`src/design/pcfa_pkg.sv`:
```
// ----------------------------------------------------------------------------
// pcfa_pkg: shared types and constants of the per-CPU page allocator
// Page and list geometry, result and action codes, and the command and
// status groups between the controller and the datapath.
// ----------------------------------------------------------------------------
package pcfa_pkg;

  // Geometry. PAGE_COUNT and CPU_COUNT are powers of two: the link slot is
  // the low bits of the page number and the list index the low bits of the
  // CPU number.
  localparam int CPU_COUNT  = 8;
  localparam int PAGE_COUNT = 32768;
  localparam int CPU_W      = (CPU_COUNT > 1) ? $clog2(CPU_COUNT) : 1;
  localparam int SLOT_W     = $clog2(PAGE_COUNT);
  localparam int PNUM_W     = 20;
  localparam int LINK_W     = PNUM_W + 1;
  localparam int PAGE_SHIFT = 12;
  localparam int ADDR_W     = 32;
  localparam int CPU_ID_W   = 3;
  localparam int STATUS_W   = 2;

  // Configuration register map
  localparam int APB_ADDR_W = 3;
  localparam int APB_DATA_W = 32;
  localparam logic [ADDR_W-1:0] REGION_START_RST = 32'h8000_0000;
  localparam logic [ADDR_W-1:0] REGION_STOP_RST  = 32'h8800_0000;

  typedef enum logic {
    REG_REGION_START = 1'b0,
    REG_REGION_STOP  = 1'b1
  } reg_idx_t;

  typedef enum logic {
    ACT_ALLOC = 1'b0,
    ACT_FREE  = 1'b1
  } action_t;

  typedef enum logic [STATUS_W-1:0] {
    ST_ALLOCATED = 2'd0,
    ST_FREED     = 2'd1,
    ST_NO_MEM    = 2'd2,
    ST_BAD_FREE  = 2'd3
  } status_t;

  typedef enum logic [1:0] {
    S_IDLE,
    S_EXEC,
    S_WB
  } state_t;

  // Controller to datapath
  typedef struct packed {
    logic load_in;      // capture the accepted transfer
    logic commit_free;  // check address, push page, load result
    logic rd_link;      // pick a list and read the link below its head
    logic pop;          // move the head down and load result
    logic no_mem;       // load an out-of-memory result
  } dp_cmd_t;

  // Datapath to controller
  typedef struct packed {
    logic is_free;      // captured item is a free
    logic any_list;     // some list holds a page
  } dp_status_t;

endpackage

```
`src/design/pcfa_regs.sv`:
```
// ----------------------------------------------------------------------------
// pcfa_regs: region bound registers
// APB-style slave holding region_start and region_stop. Zero wait states.
// ----------------------------------------------------------------------------
module pcfa_regs (
  input  logic                             clk,
  input  logic                             rst_n,
  input  logic                             psel,
  input  logic                             penable,
  input  logic                             pwrite,
  input  logic [pcfa_pkg::APB_ADDR_W-1:0]  paddr,
  input  logic [pcfa_pkg::APB_DATA_W-1:0]  pwdata,
  output logic [pcfa_pkg::APB_DATA_W-1:0]  prdata,
  output logic                             pready,
  output logic [pcfa_pkg::ADDR_W-1:0]      region_start,
  output logic [pcfa_pkg::ADDR_W-1:0]      region_stop
);

  logic [pcfa_pkg::ADDR_W-1:0] start_r;
  logic [pcfa_pkg::ADDR_W-1:0] stop_r;
  logic                        wr_en;
  pcfa_pkg::reg_idx_t          idx;

  assign pready = 1'b1;
  assign wr_en  = psel & penable & pwrite;
  // registers sit on a 4-byte stride
  assign idx    = pcfa_pkg::reg_idx_t'(paddr[2]);

  // register writes
  always_ff @(posedge clk) begin
    if (!rst_n) begin
      start_r <= pcfa_pkg::REGION_START_RST;
      stop_r  <= pcfa_pkg::REGION_STOP_RST;
    end else if (wr_en) begin
      unique case (idx)
        pcfa_pkg::REG_REGION_START: start_r <= pwdata;
        pcfa_pkg::REG_REGION_STOP:  stop_r  <= pwdata;
        default:                    start_r <= start_r;
      endcase
    end
  end

  // read back
  always_comb begin
    unique case (idx)
      pcfa_pkg::REG_REGION_START: prdata = start_r;
      pcfa_pkg::REG_REGION_STOP:  prdata = stop_r;
      default:                    prdata = '0;
    endcase
  end

  assign region_start = start_r;
  assign region_stop  = stop_r;

endmodule

```
`config.mk`:
```
export PLATFORM = sky130hd
export DESIGN_NAME = pcfa_regs
export DESIGN_NICKNAME = d
export VERILOG_FILES = /design/src/design/pcfa_pkg.sv /design/src/design/pcfa_regs.sv
export SDC_FILE = /design/constraint.sdc
export NUM_CORES = 1
export LEC_CHECK = 0
export ABC_AREA = 1
export BUFFER_PORTS_ARGS = -buffer_cell sky130_fd_sc_hd__buf_2
export CORE_ASPECT_RATIO = 1.1
export CORE_MARGIN = 3
export CORE_UTILIZATION = 47
export DETAILED_ROUTE_END_ITERATION = 6
export GPL_TIMING_DRIVEN = 0
export PLACE_DENSITY = 0.85
export SLEW_MARGIN = 20
export SYNTH_ARGS = -nofsm -noshare
export SYNTH_HDL_FRONTEND = slang
export SYNTH_SLANG_ARGS = --single-unit
```
`constraint.sdc`:
```
create_clock -name clk -period 0.9 [get_ports clk]
set_input_delay 0.045 -clock clk [delete_from_list [all_inputs] [get_ports clk]]
set_output_delay 0.045 -clock clk [all_outputs]
set_load 0.02 [all_outputs]
```
==> reports/metrics.yaml <==
run_status: "finished with violations"
violations: "negative setup slack"
vias: 3634
path_common_cell: "nand2_1"
ys_top_cells_by_area: "dfxtp_1 43%, nand2_1 21%, nor2_1 15%, nand3_1 11%, inv_1 4.0%"
ys_types: 13
cp_top_family: "flip-flops"
final_nets: 676
cts_sinks: 64
h-tree-depth: 3
track_usage_pct: 25.9
hold_violations: 0
ys_warn_count: 0
synth-xor-area-share_pct: 0
path_buf_inv: 1
pin_count: 137
yosysTopAreaCell: "dfxtp_1"
row_count: 29
setup.worst_path.start_class: "register"
dieArea_um2: 7380
drt_iter0_markers: 301
synth_area_um2: 3000
worst_clock_skew_ns: 0
yosysSeqAreaShare_pct: 42.7
cp.depth: 3
hold_path.class: "in -> reg"
postRouteAntennaNets: 0
grt_setup_unrepaired: "true"
cts-root-buf: "clkbuf_8"
reg2reg_depth: 3
slowest_stage: "dfxtp_2"
grt_pass1_wl_um: 15200
synth_top_area_share_pct: 42.7
holdWs_ns: 0.0438
dp_hpwl_um: 6690
core-area_um2: 5990
cts_tree: "yes"
fp.dieH_um: 89.8
drt_wl_total_um: 9840
path_class: "reg -> out"
antenna_found_initial: 0
synth_top_family_by_area: "simple AND/OR/NAND/NOR gates"
setup_viol: 32
syn_inst: 486
pre_cts_slack_ns: -0.315
clk_latency_ns: 0.32
clk_pin_slew_ns: 0.07
layout_commonest_cell: "nand2_1"
overflow: 0
synth_nets: 526
cts-buffers-inserted: 9
drt_pass1_iterations: 5
grt_pass1_vias: 3355
critPathCaptureType: "primary output"
slowest_delay_ns: 0.35
layout-drive-gt1-share_pct: 41.6
mostFrequentLayoutCells: "143 x nand2_1, 122 x nor2_1, 75 x buf_2"
min_period_over_period_pct: 112
synth_mux_area_share_pct: 0
synthAdderAreaFrac_pct: 0
required_ns: 0.85
crit_chain: "nand2_1 > nand2_1 > buf_6"
wl_per_cell_um: 13.7
io_buffers: 132
gp_congestion: 0.826
synthToLayoutAreaGrowth_pct: 49.2
maxCapViolCount: 0
fmax_ghz: 0.994
maxSlewViolCount: 0
hold_depth: 3
worst-path-max-fanout: 3
ir_drop_mv: 1.11
die_w_um: 82.2
clk_path_buf_depth: 2
min_period_ns: 1.01
arrival_ns: 0.96
start_util_pct: 50.1
synthSimpleGateAreaFrac_pct: 47.3
synth-compound-area-share_pct: 0.167
drc: 0
leakagePower_nw: 2.39
fillers: 466
grt_max_degree: 11
viasPerCell: 5.07
setup_ws_ns: -0.106
synth_seq_cells: 64
n_antenna_cell: 0
synth.avg_cell_area_um2: 6.17
powerDensity_nw_per_um2: 1510
[timing repair]
item	in CTS	in global routing
endpoints found under the hold margin	3	0
resized for setup	136	67
setup buffers	3	2
hold buffers	2	0
endpoints found under the setup margin	84	65
pin swaps	2	13
[registers in the layout, summed over array words and instances, names as in the netlist]
name          count
region_stop      32
region_start     32
[synthesized netlist by cell type, drive strengths merged]
master	n
dfxtp	64
o21ai	1
buf	29
inv	33
nand3	65
conb	1
clkbuf	4
nand2	164
nor2	125
[metrics by stage]
step	power [mW]	utilization, %	area (um^2)	TNS (ns)	instances
finish	6.77	74.8	4480	-2.07	717
global route	7.03	74.8	4480	-3.45	717
CTS	6.70	71.8	4300	-2.28	715
detailed placement	4.08	62.7	3760	-17.71	695
global placement	4.05	62.7	3760	-15.29	695
floorplan	3.71	-	3000	0	486
[cell families (layout without fill, tap and decap cells)]
group           Yosys count  after routing
compound gates            1              1
other cells               1              1
flops                    64             64
buf+inv                  66            220
simple gates            354            354
[tightest hold or removal path: cells and delay by family]
family	cells	cell delay (ns)
and+or+nand+nor	2	0.13
buffers and inverters	1	0.16
[area by class of cell]
| type | count | area (um^2) | share of cell area [%] |
|---|---|---|---|
| inverters | 33 | 124 | 2.77 |
| plain buffers | 33 | 194 | 4.33 |
| clock inverters | 3 | 40.0 | 0.895 |
| multi-input cells | 356 | 1480 | 33.0 |
| clock buffers | 12 | 165 | 3.69 |
| repair buffers | 139 | 1010 | 22.6 |
| well taps | 77 | 96.3 | 2.15 |
| flip-flops and latches | 64 | 1360 | 30.5 |
[per-layer routing]
metal	routed length [um]	vias to the layer above	part of all wire, %	global-route usage, %
met5	0	-	0	0
met4	326	0	3.3	12.3
met3	665	32	6.8	3.90
met2	5130	191	52	45.6
met1	3720	1647	38	29.7
li1	-	1764	-	-
[final timing paths]
path / startpoint / to / slack [ns]
max: region_start[25] / prdata[25] / -0.11
min reg2reg: region_stop[31] / region_stop[31] / 0.48
max reg2reg: region_start[17] / region_start[17] / 0.18
min: rst_n / region_start[28] / 0.04
[power breakdown]
part / internal [mW] / leakage (nW) / switching (mW)
logic: 0.473 / 1.74 / 0.718
clock network: 1.48 / 0.108 / 1.06
registers: 2.95 / 0.547 / 0.0847
total: 4.91 / 2.39 / 1.87
Power figures use the tool's default switching activity.
