`src/design/pcfa_pkg.sv`:
```
// ----------------------------------------------------------------------------
// pcfa_pkg: shared types and constants of the per-CPU page allocator
// Page and list geometry, result and action codes, and the command and
// status groups between the controller and the datapath.
// ----------------------------------------------------------------------------
package pcfa_pkg;

  // Geometry. PAGE_COUNT and CPU_COUNT are powers of two: the link slot is
  // the low bits of the page number and the list index the low bits of the
  // CPU number.
  localparam int CPU_COUNT  = 8;
  localparam int PAGE_COUNT = 32768;
  localparam int CPU_W      = (CPU_COUNT > 1) ? $clog2(CPU_COUNT) : 1;
  localparam int SLOT_W     = $clog2(PAGE_COUNT);
  localparam int PNUM_W     = 20;
  localparam int LINK_W     = PNUM_W + 1;
  localparam int PAGE_SHIFT = 12;
  localparam int ADDR_W     = 32;
  localparam int CPU_ID_W   = 3;
  localparam int STATUS_W   = 2;

  // Configuration register map
  localparam int APB_ADDR_W = 3;
  localparam int APB_DATA_W = 32;
  localparam logic [ADDR_W-1:0] REGION_START_RST = 32'h8000_0000;
  localparam logic [ADDR_W-1:0] REGION_STOP_RST  = 32'h8800_0000;

  typedef enum logic {
    REG_REGION_START = 1'b0,
    REG_REGION_STOP  = 1'b1
  } reg_idx_t;

  typedef enum logic {
    ACT_ALLOC = 1'b0,
    ACT_FREE  = 1'b1
  } action_t;

  typedef enum logic [STATUS_W-1:0] {
    ST_ALLOCATED = 2'd0,
    ST_FREED     = 2'd1,
    ST_NO_MEM    = 2'd2,
    ST_BAD_FREE  = 2'd3
  } status_t;

  typedef enum logic [1:0] {
    S_IDLE,
    S_EXEC,
    S_WB
  } state_t;

  // Controller to datapath
  typedef struct packed {
    logic load_in;      // capture the accepted transfer
    logic commit_free;  // check address, push page, load result
    logic rd_link;      // pick a list and read the link below its head
    logic pop;          // move the head down and load result
    logic no_mem;       // load an out-of-memory result
  } dp_cmd_t;

  // Datapath to controller
  typedef struct packed {
    logic is_free;      // captured item is a free
    logic any_list;     // some list holds a page
  } dp_status_t;

endpackage

```
`src/design/pcfa_ctrl.sv`:
```
// ----------------------------------------------------------------------------
// pcfa_ctrl: allocator sequencer
// Accepts one transfer, steps it through the datapath and owns the result
// valid flag of the output register.
// ----------------------------------------------------------------------------
module pcfa_ctrl (
  input  logic                  clk,
  input  logic                  rst_n,
  input  logic                  in_valid,
  output logic                  in_stall,
  output logic                  out_valid,
  input  logic                  out_stall,
  input  pcfa_pkg::dp_status_t  dp_status,
  output pcfa_pkg::dp_cmd_t     dp_cmd
);

  pcfa_pkg::state_t state_r, state_nxt;
  logic             out_valid_r, out_valid_nxt;
  logic             out_free;
  logic             result_load;

  // output slot can take a result this cycle
  assign out_free    = !out_valid_r || !out_stall;
  assign result_load = dp_cmd.commit_free | dp_cmd.pop | dp_cmd.no_mem;

  // state register
  always_ff @(posedge clk) begin
    if (!rst_n) begin
      state_r     <= pcfa_pkg::S_IDLE;
      out_valid_r <= 1'b0;
    end else begin
      state_r     <= state_nxt;
      out_valid_r <= out_valid_nxt;
    end
  end

  // next state and commands
  always_comb begin
    state_nxt = state_r;
    dp_cmd    = '0;
    in_stall  = 1'b1;
    unique case (state_r)
      pcfa_pkg::S_IDLE: begin
        in_stall = 1'b0;
        if (in_valid) begin
          dp_cmd.load_in = 1'b1;
          state_nxt      = pcfa_pkg::S_EXEC;
        end
      end
      pcfa_pkg::S_EXEC: begin
        priority if (dp_status.is_free) begin
          if (out_free) begin
            dp_cmd.commit_free = 1'b1;
            state_nxt          = pcfa_pkg::S_IDLE;
          end
        end else if (!dp_status.any_list) begin
          if (out_free) begin
            dp_cmd.no_mem = 1'b1;
            state_nxt     = pcfa_pkg::S_IDLE;
          end
        end else begin
          // link read does not touch the output slot
          dp_cmd.rd_link = 1'b1;
          state_nxt      = pcfa_pkg::S_WB;
        end
      end
      pcfa_pkg::S_WB: begin
        if (out_free) begin
          dp_cmd.pop = 1'b1;
          state_nxt  = pcfa_pkg::S_IDLE;
        end
      end
      default: state_nxt = pcfa_pkg::S_IDLE;
    endcase
  end

  // result valid: set on load, cleared when taken
  always_comb begin
    out_valid_nxt = out_valid_r;
    if (out_valid_r && !out_stall) out_valid_nxt = 1'b0;
    if (result_load)               out_valid_nxt = 1'b1;
  end

  assign out_valid = out_valid_r;

`ifndef SYNTH
  // a pending result is never overwritten
  a_no_overwrite: assert property (@(posedge clk) disable iff (!rst_n)
    result_load |-> out_free)
    else $error("result loaded over a pending transfer");

  // at most one datapath command per cycle
  a_cmd_onehot: assert property (@(posedge clk) disable iff (!rst_n)
    $onehot0({dp_cmd.load_in, dp_cmd.commit_free, dp_cmd.rd_link,
              dp_cmd.pop, dp_cmd.no_mem}))
    else $error("conflicting datapath commands");

  // a link read is always followed by the write-back step
  a_rd_then_wb: assert property (@(posedge clk) disable iff (!rst_n)
    dp_cmd.rd_link |=> state_r == pcfa_pkg::S_WB)
    else $error("link read not followed by write-back");

  // every accepted transfer goes to execution
  a_accept_exec: assert property (@(posedge clk) disable iff (!rst_n)
    (in_valid && !in_stall) |=> state_r == pcfa_pkg::S_EXEC)
    else $error("accepted transfer not executed");
`endif

endmodule

```
`config.mk`:
```
export PLATFORM = sky130hd
export DESIGN_NAME = pcfa_ctrl
export DESIGN_NICKNAME = d
export VERILOG_FILES = /design/src/design/pcfa_pkg.sv /design/src/design/pcfa_ctrl.sv
export SDC_FILE = /design/constraint.sdc
export NUM_CORES = 1
export LEC_CHECK = 0
export BUFFER_PORTS_ARGS = -buffer_cell sky130_fd_sc_hd__buf_2
export CAP_MARGIN = 20
export CORE_AREA = 2 2 39 41
export DETAILED_ROUTE_END_ITERATION = 6
export DIE_AREA = 0 0 41 43
export PLACE_DENSITY = 0.41
export SLEW_MARGIN = 10
export SYNTH_ARGS = -nofsm -noshare
export SYNTH_HDL_FRONTEND = slang
export SYNTH_SLANG_ARGS = --single-unit
```
`constraint.sdc`:
```
create_clock -name clk -period 2.45 [get_ports clk]
set_input_delay 0.49 -clock clk [delete_from_list [all_inputs] [get_ports clk]]
set_output_delay 0.49 -clock clk [all_outputs]
set_load 0.05 [all_outputs]
```
==> flow_summary.ini <==
[yosys]
synth_cells = 22
synth-seq-cells = 3
syn_nets = 28
synth.distinct_cells = 15
synth_largest_area_cell = dfxtp_1
ys_warn_count = 0
syn-cell-area_um2 = 185
synth_area_leaders = dfxtp_1 (32%), nor2b_1 (17%), and4bb_1 (6.8%)
syn_area_per_cell_um2 = 8.42
synth_top_area_frac = 0.324
ys_seq_area_frac = 0.324

[cts]
ctsRootBufferMaster = clkbuf_4
clkSinkCount = 3
clk_latency_ns = 0.23
clk_pin_slew_ns = 0.04
cts_resized = 0
cts.htree.levels = 1
cts_setup_buffers = 0
holdBufCountCts = 0
cts_tree = yes
clock_path_buffers = 2
numCtsBuffers = 3

[worst_setup_path]
ff2ff_path_depth = 3
critPathSlowestCell = dfxtp_1
critPathCapture = dp_cmd[0]
worstSetupStartpoint = state_r[0]
max_stage_delay_ns = 0.38
crit_required_ns = 1.96
start_kind = register
crit_type = reg2out
cp_cell_sequence = nor2b_1, nand2_1, nor3_1, buf_2
cp-end-kind = output pin
worstPathMaxFanout = 6
rr_startpoint = state_r[0]
worstPathArrival_ns = 1.32
regToRegSetupSlack_ns = 1.50
timing.rr.end = out_valid

[grt]
antenna_found_initial = 0
grt_pass1_vias = 191
grt_max_degree = 7
track_usage = 0.0714
grt.overflow.total = 0
grt_pass1_wl_um = 745

[placement]
gp_congestion = 0.578
placedCellCount = 50
io_buffers = 12

[sta]
finalHoldViolCount = 0
setup_tns_ns = 0
slew_viol_final = 0
finalSetupViolations = 0
rsz0062_at_grt = false
period_share = 0.740
finalClockSkew_ns = 0.00141
worst_pin_slew_ns = 0.251
relSlewSlack = 0.834
hold-worst-slack_ns = 0.491
clock.fmax_ghz = 0.551
finalWorstPathRequiredPeriod_ns = 1.81

[cells_and_area]
final_util = 0.211
num-fill-cells = 163
finalNonFillerCells = 54
layout-drive-gt1-share = 0.421
antennaDiodeCount = 0
area_growth_pct = 57.4
nets = 45

[floorplanning]
io_pins = 13
die_w_um = 41
core-area_um2 = 1380
chipHeight_um = 43
num_rows = 14
die_area_um2 = 1760
initial_utilization = 0.134

[power_and_ir_drop]
power_density_nw_per_um2 = 624
ir_drop_v = 0.000127
power_w = 0.000182
leakage_nw = 0.147

[drt]
route.detailed.drc = 0
wl_um = 446
first_pass_iters = 2
ant_nets = 0
vias = 208
wl_per_cell_um = 8.26
drtIter0Drc = 4
viasPerCell = 3.85

[outcome]
status = completed

[worst_hold_path]
hold_path_class = reg2reg

[flow_run]
drv_cap = 0
[worst min path at each step]
stage                       to  slack (ns)  cells after the start  startpoint
floorplan           state_r[0]        0.46                      1  state_r[1]
global placement    state_r[0]        0.50                      1  state_r[1]
detailed placement  state_r[0]        0.49                      1  state_r[1]
CTS                 state_r[0]        0.49                      1  state_r[1]
global route        state_r[1]        0.52                      2       rst_n
finish              state_r[0]        0.49                      1  state_r[1]
[where the power goes]
group          leakage, nW  switching (W)  internal (W)
clock network       0.0150      0.0000257     0.0000610
registers           0.0246     0.00000252     0.0000514
logic                0.108      0.0000282     0.0000131
[cells in the final DEF (no fill, tap or decap)]
| cell | Yosys | final |
|---|---|---|
| and3_1 | 1 | 1 |
| nor2_1 | 1 | 1 |
| and2_1 | 1 | 1 |
| clkbuf_4 | 0 | 3 |
| and4bb_1 | 1 | 1 |
| a41oi_1 | 1 | 1 |
| a31oi_1 | 1 | 1 |
| inv_1 | 1 | 1 |
| dfxtp_1 | 3 | 3 |
| nand2b_1 | 1 | 1 |
| or2_1 | 1 | 1 |
| nand2_1 | 2 | 2 |
| clkbuf_1 | 0 | 1 |
| a221oi_1 | 1 | 1 |
| nor3b_2 | 1 | 1 |
| nor3_1 | 1 | 1 |
| buf_2 | 0 | 12 |
| nor2b_1 | 5 | 5 |
[area by class of cell]
class | count | area (µm²) | share of cell area
Sequential cell | 3 | 60.1 | 0.206
Tap cell | 16 | 20.0 | 0.0687
Timing Repair Buffer | 12 | 60.1 | 0.206
Clock buffer | 4 | 26.3 | 0.0901
Multi-Input combinational cell | 18 | 121 | 0.416
Inverter | 1 | 3.75 | 0.0129
[stage by stage]
| step | worst slack [ns] | instance area [µm²] |
|---|---|---|
| 6_report | 0.636 | 292 |
| 5_1_grt | 0.522 | 292 |
| 4_1_cts | 0.615 | 292 |
| 3_5_place_dp | 0.788 | 265 |
| 3_3_place_gp | 0.805 | 265 |
| 2_1_floorplan | 0.217 | 185 |
[sequential cells by signal, summed over array words and instances (netlist names)]
name       flops
state_r        2
out_valid      1
[Yosys cell counts, drive strengths merged]
cell type,n
nand2b,1
or2,1
inv,1
dfxtp,3
nand2,2
nor2,1
nor3b,1
a41oi,1
a221oi,1
and2,1
and3,1
nor2b,5
a31oi,1
and4bb,1
nor3,1
[layer usage]
layer,GRT usage,part of all wire
met5,0,0
met4,0.0400,0
met3,0.0785,0.15
met2,0.0750,0.41
met1,0.0839,0.43
[kinds of logic (layout without fill, tap and decap cells)]
kind of cell / count (synthesis) / in the layout / synth area share
compound gates: 3 / 3 / 0.128
buf+inv: 1 / 17 / 0.0203
flops: 3 / 3 / 0.324
simple gates: 15 / 15 / 0.527
[worst max-delay path: cells and delay by family, from the launching register on]
kind,cells,cell delay (ns)
buf+inv,1,0.29
simple gates,3,0.42
flops,1,0.38
No activity file was read; power rests on OpenSTA's default activity.
